==> src/sv/b64d_pkg.sv <==
// ----------------------------------------------------------------------------
// b64d_pkg
// Types and constants shared by the Base64 stream decoder modules.
// ----------------------------------------------------------------------------
`default_nettype none

package b64d_pkg;

  localparam int QDEPTH = 4;
  localparam int QPTR_W = $clog2(QDEPTH);
  localparam int QCNT_W = $clog2(QDEPTH + 1);

  typedef struct packed {
    logic [7:0] char_code;
    logic       last_char;
  } in_t;

  typedef struct packed {
    logic [7:0] data_byte;
    logic       byte_valid;
    logic       run_last;
    logic       message_end;
  } out_t;

  // one decoded character's worth of work for the back end
  typedef struct packed {
    logic [2:0][7:0] bytes;
    logic [1:0]      count;
    logic            last;
  } job_t;

endpackage

`default_nettype wire

==> src/sv/b64d_front.sv <==
// ----------------------------------------------------------------------------
// b64d_front
// Takes characters, maps them to sextets, keeps the partial group and builds
// one job per character that has bytes or ends the message.
// ----------------------------------------------------------------------------
`default_nettype none

module b64d_front (
  input  wire logic           clk,
  input  wire logic           rst,
  input  wire logic           char_valid,
  output logic                char_ready,
  input  wire b64d_pkg::in_t  char_data,
  output logic                job_valid,
  input  wire logic           job_ready,
  output b64d_pkg::job_t      job_data
);
  import b64d_pkg::*;

  localparam logic [7:0] CH_UP_A = 8'h41;
  localparam logic [7:0] CH_UP_Z = 8'h5a;
  localparam logic [7:0] CH_LO_A = 8'h61;
  localparam logic [7:0] CH_LO_Z = 8'h7a;
  localparam logic [7:0] CH_D0   = 8'h30;
  localparam logic [7:0] CH_D9   = 8'h39;
  localparam logic [7:0] CH_PLUS = 8'h2b;
  localparam logic [7:0] CH_SLSH = 8'h2f;

  // {in alphabet, value}
  function automatic logic [6:0] sextet_of(input logic [7:0] ch);
    logic [7:0] d;
    begin
      d = 8'd0;
      if (ch >= CH_UP_A && ch <= CH_UP_Z) begin
        d = ch - CH_UP_A;
        return {1'b1, d[5:0]};
      end
      if (ch >= CH_LO_A && ch <= CH_LO_Z) begin
        d = ch - CH_LO_A + 8'd26;
        return {1'b1, d[5:0]};
      end
      if (ch >= CH_D0 && ch <= CH_D9) begin
        d = ch - CH_D0 + 8'd52;
        return {1'b1, d[5:0]};
      end
      if (ch == CH_PLUS) return {1'b1, 6'd62};
      if (ch == CH_SLSH) return {1'b1, 6'd63};
      return {1'b0, 6'd0};
    end
  endfunction

  logic [5:0] held [3];
  logic [1:0] fill;
  logic       stopped;

  logic [6:0] sx;
  logic       alpha;
  logic [5:0] v;
  logic [5:0] s [4];
  logic [1:0] n;
  logic       acc;

  always_comb begin
    sx    = sextet_of(char_data.char_code);
    alpha = sx[6];
    v     = sx[5:0];
    for (int i = 0; i < 3; i++) begin
      s[i] = (fill == 2'(i)) ? v : held[i];
    end
    s[3] = v;

    n = 2'd0;
    if (!stopped) begin
      if (!alpha) begin
        n = (fill >= 2'd2) ? fill - 2'd1 : 2'd0;
      end else if (fill == 2'd3) begin
        n = 2'd3;
      end else if (char_data.last_char) begin
        n = fill;
      end
    end

    job_data.bytes[0] = {s[0], s[1][5:4]};
    job_data.bytes[1] = {s[1][3:0], s[2][5:2]};
    job_data.bytes[2] = {s[2][1:0], s[3]};
    job_data.count    = n;
    job_data.last     = char_data.last_char;
  end

  assign char_ready = job_ready;
  assign job_valid  = char_valid && (n != 2'd0 || char_data.last_char);
  assign acc        = char_valid && char_ready;

  always_ff @(posedge clk) begin
    if (rst) begin
      fill    <= 2'd0;
      stopped <= 1'b0;
    end else if (acc) begin
      if (char_data.last_char) begin
        fill    <= 2'd0;
        stopped <= 1'b0;
      end else if (!stopped) begin
        if (!alpha) begin
          stopped <= 1'b1;
          fill    <= 2'd0;
        end else begin
          fill <= fill + 2'd1;
        end
      end
    end
  end

  always_ff @(posedge clk) begin
    if (acc && !stopped && alpha) begin
      for (int i = 0; i < 3; i++) begin
        if (fill == 2'(i)) held[i] <= v;
      end
    end
  end

  a_end_clears: assert property (@(posedge clk) disable iff (rst)
    acc && char_data.last_char |=> fill == 2'd0 && !stopped)
    else $error("state not cleared after message end");

  a_stop_empty: assert property (@(posedge clk) disable iff (rst)
    stopped |-> fill == 2'd0)
    else $error("group held while stopped");

endmodule

`default_nettype wire

==> src/sv/b64d_queue.sv <==
// ----------------------------------------------------------------------------
// b64d_queue
// Small job FIFO that decouples the front end from the result sequencer.
// ----------------------------------------------------------------------------
`default_nettype none

module b64d_queue (
  input  wire logic            clk,
  input  wire logic            rst,
  input  wire logic            push_valid,
  output logic                 push_ready,
  input  wire b64d_pkg::job_t  push_data,
  output logic                 pop_valid,
  input  wire logic            pop_ready,
  output b64d_pkg::job_t       pop_data
);
  import b64d_pkg::*;

  job_t              mem [QDEPTH];
  logic [QPTR_W-1:0] wr_ptr;
  logic [QPTR_W-1:0] rd_ptr;
  logic [QCNT_W-1:0] count;
  logic              push;
  logic              pop;

  assign push_ready = count != QCNT_W'(QDEPTH);
  assign pop_valid  = count != '0;
  assign pop_data   = mem[rd_ptr];
  assign push       = push_valid && push_ready;
  assign pop        = pop_valid && pop_ready;

  always_ff @(posedge clk) begin
    if (rst) begin
      wr_ptr <= '0;
      rd_ptr <= '0;
      count  <= '0;
    end else begin
      if (push) wr_ptr <= wr_ptr + 1'b1;
      if (pop) rd_ptr <= rd_ptr + 1'b1;
      if (push && !pop) count <= count + 1'b1;
      else if (pop && !push) count <= count - 1'b1;
    end
  end

  always_ff @(posedge clk) begin
    if (push) mem[wr_ptr] <= push_data;
  end

  a_count_bound: assert property (@(posedge clk) disable iff (rst)
    count <= QCNT_W'(QDEPTH))
    else $error("queue count overflow");

  a_ptr_gap: assert property (@(posedge clk) disable iff (rst)
    count != QCNT_W'(QDEPTH) && count != '0 |-> wr_ptr != rd_ptr)
    else $error("queue pointers disagree with count");

endmodule

`default_nettype wire

==> src/sv/b64d_back.sv <==
// ----------------------------------------------------------------------------
// b64d_back
// Result sequencer: steps through each job's bytes, one result per cycle
// while the output is not stalled, into a registered output.
// ----------------------------------------------------------------------------
`default_nettype none

module b64d_back (
  input  wire logic            clk,
  input  wire logic            rst,
  input  wire logic            job_valid,
  output logic                 job_ready,
  input  wire b64d_pkg::job_t  job_data,
  output logic                 res_valid,
  input  wire logic            res_ready,
  output b64d_pkg::out_t       res_data
);
  import b64d_pkg::*;

  job_t       cur;
  logic       cur_valid;
  logic [1:0] idx;

  logic       emit;
  logic       final_res;
  out_t       res_next;

  always_comb begin
    final_res = (cur.count == 2'd0) || (idx == cur.count - 2'd1);
    emit      = cur_valid && (!res_valid || res_ready);
    res_next.byte_valid  = cur.count != 2'd0;
    res_next.data_byte   = 8'd0;
    if (cur.count != 2'd0) begin
      case (idx)
        2'd0:    res_next.data_byte = cur.bytes[0];
        2'd1:    res_next.data_byte = cur.bytes[1];
        2'd2:    res_next.data_byte = cur.bytes[2];
        default: res_next.data_byte = 8'd0;
      endcase
    end
    res_next.run_last    = final_res;
    res_next.message_end = final_res && cur.last;
  end

  assign job_ready = !cur_valid || (emit && final_res);

  always_ff @(posedge clk) begin
    if (rst) begin
      cur_valid <= 1'b0;
      idx       <= 2'd0;
    end else begin
      if (job_valid && job_ready) begin
        cur_valid <= 1'b1;
        idx       <= 2'd0;
      end else if (emit) begin
        if (final_res) cur_valid <= 1'b0;
        else idx <= idx + 2'd1;
      end
    end
  end

  always_ff @(posedge clk) begin
    if (job_valid && job_ready) cur <= job_data;
  end

  always_ff @(posedge clk) begin
    if (rst) begin
      res_valid <= 1'b0;
    end else if (emit) begin
      res_valid <= 1'b1;
    end else if (res_ready) begin
      res_valid <= 1'b0;
    end
  end

  always_ff @(posedge clk) begin
    if (emit) res_data <= res_next;
  end

  a_idx_range: assert property (@(posedge clk) disable iff (rst)
    cur_valid && cur.count != 2'd0 |-> idx < cur.count)
    else $error("byte index past job count");

  a_marker_form: assert property (@(posedge clk) disable iff (rst)
    res_valid && !res_data.byte_valid |->
      res_data.run_last && res_data.message_end && res_data.data_byte == 8'd0)
    else $error("malformed end marker");

endmodule

`default_nettype wire

==> src/sv/base64_stream_decoder_top.sv <==
// ----------------------------------------------------------------------------
// base64_stream_decoder_top
// Base64 (standard alphabet) stream decoder, one character per transaction.
// ----------------------------------------------------------------------------
// Takes one character per clock while the job queue has room. Each character
// gives zero to three result transactions, issued one per clock from a
// registered output unless it stalls; a full group of four characters yields
// three bytes, so a continuous stream runs at one character per cycle. A
// four-entry job queue between the character front end and the result
// sequencer absorbs bursts, and the input stalls only when that queue is full.
// '=' or any non-alphabet character ends decoding until the character flagged
// last, which always closes the message with message_end.
// ----------------------------------------------------------------------------
`default_nettype none

module base64_stream_decoder_top (
  input  wire logic           clk,
  input  wire logic           rst,
  input  wire logic           char_valid,
  output logic                char_ready,
  input  wire b64d_pkg::in_t  char_data,
  output logic                res_valid,
  input  wire logic           res_ready,
  output b64d_pkg::out_t      res_data
);
  import b64d_pkg::*;

  logic f_valid;
  logic f_ready;
  job_t f_data;
  logic q_valid;
  logic q_ready;
  job_t q_data;

  b64d_front u_front (
    .clk        (clk),
    .rst        (rst),
    .char_valid (char_valid),
    .char_ready (char_ready),
    .char_data  (char_data),
    .job_valid  (f_valid),
    .job_ready  (f_ready),
    .job_data   (f_data)
  );

  b64d_queue u_queue (
    .clk        (clk),
    .rst        (rst),
    .push_valid (f_valid),
    .push_ready (f_ready),
    .push_data  (f_data),
    .pop_valid  (q_valid),
    .pop_ready  (q_ready),
    .pop_data   (q_data)
  );

  b64d_back u_back (
    .clk       (clk),
    .rst       (rst),
    .job_valid (q_valid),
    .job_ready (q_ready),
    .job_data  (q_data),
    .res_valid (res_valid),
    .res_ready (res_ready),
    .res_data  (res_data)
  );

endmodule

`default_nettype wire
==> config.mk <==
export PLATFORM = sky130hd
export DESIGN_NAME = base64_stream_decoder_top
export DESIGN_NICKNAME = d
export VERILOG_FILES = /design/src/sv/b64d_pkg.sv /design/src/sv/b64d_front.sv /design/src/sv/b64d_queue.sv /design/src/sv/b64d_back.sv /design/src/sv/base64_stream_decoder_top.sv
export SDC_FILE = /design/constraint.sdc
export NUM_CORES = 1
export LEC_CHECK = 0
export BUFFER_PORTS_ARGS = -buffer_cell sky130_fd_sc_hd__buf_2
export CAP_MARGIN = 5
export CORE_ASPECT_RATIO = 1.4
export CORE_UTILIZATION = 40
export CTS_CLUSTER_SIZE = 12
export DETAILED_ROUTE_END_ITERATION = 8
export SLEW_MARGIN = 20
export SYNTH_ARGS = -nofsm -noshare
export SYNTH_HDL_FRONTEND = slang
export SYNTH_HIERARCHICAL = 1
export SYNTH_SLANG_ARGS = --single-unit
==> constraint.sdc <==
create_clock -name clk -period 8 [get_ports clk]
set_input_delay 1.6 -clock clk [delete_from_list [all_inputs] [get_ports clk]]
set_output_delay 1.6 -clock clk [all_outputs]
set_load 0.05 [all_outputs]
==> impl_metrics.yaml <==
synth:
  synth_compound_area_frac: 0.08737
  synth.most_common_cell: "edfxtp_1"
  synth_edf_count: 164
  ys_types: 72
  syn-instance-count: 472
  yosys_most_used_dff: "edfxtp_1"
  synth.area.mux_share: 0.09722
  yosysWarnings: 6
  synthTopCellsByArea: "edfxtp_1 (63%), mux4_2 (5.7%), dfxtp_1 (4.1%)"
  syn_area_mm2: 0.007876
  ys_seq_elements: 180
  synth_top_cell_by_area: "edfxtp_1"
  synth_xor_area_frac: 0.01001
  synthesis.nets: 509
  syn_area_per_cell_um2: 16.69
  yosys-top-cells-count: "edfxtp_1 (164), nor2_1 (32), ha_1 (23), inv_1 (23), mux4_2 (20)"
  yosys.area_share.simple: 0.07037
  yosysTopAreaCellShare: 0.6253
  async_reset_ff_frac: 0
  ys_seq_area_frac: 0.6659
  synth_fa_ha_area_frac: 0.03908
  synth_top_family_by_area: "multiplexers"
sta:
  finalCritPeriodShare: 0.6083
  slew_headroom: 0.3391
  finalCriticalPeriod_ns: 4.866
  rsz0062_at_grt: "no"
  fin_skew_ns: 0.009352
  hold_viol_final: 0
  setup_viol: 0
  maxSlewViolCount: 0
  whs_ns: 0.5159
  max_freq_mhz: 205.5
  tightest_slew_ns: 0.9888
  setup_tns_ns: 0
setup_path:
  crit_fanout: 12
  required_ns: 8.36
  critical_path_arrival_ns: 5.22
  critPathSlowestCell: "nor3_4"
  crit_type: "in -> reg"
  crit_chain: "buf_2, inv_1, ha_1, a21o_1, a311o_1, nor2_2, nor3_4, a31o_1, a21boi_2, ha_1, inv_1, fa_1, xor2_1, or3_1, a21oi_1"
  crit_family: "compound AO/OA/AOI/OAI gates"
  crit_buf_inv: 3
  cp-end-kind: "register"
  start_kind: "primary input"
  slowest_delay_ns: 0.43
detailed_routing:
  viasPerCell: 5.412
  drtAntennaViolNets: 0
  drt_iter0_markers: 263
  drc_errors: 0
  dr.pass1.iters: 4
  vias: 4129
  wl_per_cell_um: 18.50
  wl_mm: 14.11
floorplanning:
  die_h_um: 168.0
  core-area_mm2: 0.01922
  dieArea_mm2: 0.02026
  rows: 60
  initial_core_util: 0.4098
  io_pins: 26
  die_w_um: 120.6
cells_and_area:
  syn2layout_area_growth_pct: 11.49
  diodes: 0
  num-fill-cells: 1706
  drive_above_1_share: 0.2252
  finalNetCount: 539
cts:
  clk_path_buf_depth: 2
  clk_pin_slew_ns: 0.07
  cts_max_level: 4
  cts_resized: 0
  cts_num_sinks: 180
  postCtsSetupBuffers: 0
  cts-root-buf: "clkbuf_16"
  cts_hold_buf: 0
  cts_buffers: 17
  clk_latency_ns: 0.42
  cts_tree: "done"
global_route:
  grt_overflow: 0
  grt_usage: 0.1504
  antenna_found_initial: 0
  first_global_vias: 4177
  grt_max_degree: 28
  grt_pass1_wl_mm: 22.78
placed_design:
  hpwlAfterDp_mm: 9.395
  gp_congestion: 0.8595
  io_buffers: 25
power_and_ir_drop:
  power.leakage_uw: 0.003008
  ir_worst_vdd_uv: 139.3
  power_density_mw_per_mm2: 302.7
min_path:
  min_path_type: "reg -> reg"
status:
  outcome: "completed"
run:
  maxCapViolations: 0
==> logic make-up after synthesis <==
family / Yosys count
xor gates and xnor gates: 9
adders and majority gates: 24
AOI/OAI and AO/OA: 75
buffers and inverters: 45
and+or+nand+nor: 101
muxes: 38
DFF: 180
==> metal layers <==
| layer | part of all wire | vias to the layer above | GRT usage |
|---|---|---|---|
| li1 | - | 1938 | - |
| met1 | 0.42 | 2103 | 0.1763 |
| met2 | 0.53 | 66 | 0.2686 |
| met3 | 0.025 | 22 | 0.02473 |
| met4 | 0.025 | 0 | 0.06656 |
| met5 | 0 | - | 0 |
==> per-stage QoR <==
stage                     utilization  area, um^2  instances  power (uW)  worst slack (ns)
after global placement         0.4281        8228        731        1913             2.814
after global routing           0.4569        8781        763        2787             2.862
final                          0.4569        8781        763        2658             3.134
after CTS                      0.4568        8780        763        2693             3.152
after floorplan                     -        7876        472        1798             3.325
after detailed placement       0.4281        8228        731        1929             2.703
==> sequential cells by signal, summed over array words and instances, names as in the netlist, 2 cells and up, named ones only <==
| register | cells |
|---|---|
| u_back/cur | 27 |
| u_back/idx | 2 |
| u_back/res_data | 11 |
| u_front/fill | 2 |
| u_front/held | 18 |
| u_queue/count | 3 |
| u_queue/mem | 108 |
| u_queue/rd_ptr | 2 |
| u_queue/wr_ptr | 2 |
==> path summary, 6_finish.rpt <==
| path | from | end | slack (ns) | cells past startpoint |
|---|---|---|---|---|
| hold reg to reg | u_queue/wr_ptr[1] | u_queue/wr_ptr[1] | 0.52 | 2 |
| setup reg to reg | u_front/fill[0] | u_queue/count[2] | 4.94 | 11 |
| setup / recovery | char_data[3] | u_queue/count[2] | 3.13 | 15 |
| hold / removal | u_queue/wr_ptr[1] | u_queue/wr_ptr[1] | 0.52 | 2 |
==> layout make-up <==
type,instances,area (um^2),share of cell area
Clock inverter,13,98.84,0.01126
Multi-Input combinational cell,247,2402,0.2736
Timing Repair Buffer,33,185.2,0.02109
Tap cell,248,310.3,0.03534
Inverter,23,86.33,0.009832
Clock buffer,19,452.9,0.05158
Sequential cell,180,5245,0.5973
==> where the power goes <==
group | internal [uW] | switching [uW]
sequential | 1230 | 51.4
clock | 417 | 347
combinational | 217 | 393
==> worst min-delay path: stages, from the launching register on <==
cell and delay [ns]:
dfxtp_1 0.33, nand2b_1 0.07, mux2i_1 0.06
==> cell usage in the layout, fill, tap and decap left out, types with 8 or more instances in the layout <==
cell and instances:
nor2_1 32, a21oi_1 10, clkbuf_16 17, a222oi_1 8, mux4_2 20, edfxtp_1 164, nand2_1 15, buf_2 25
buf_4 8, inv_1 23, ha_1 23, dfxtp_1 16
Power figures use the tool's default switching activity.
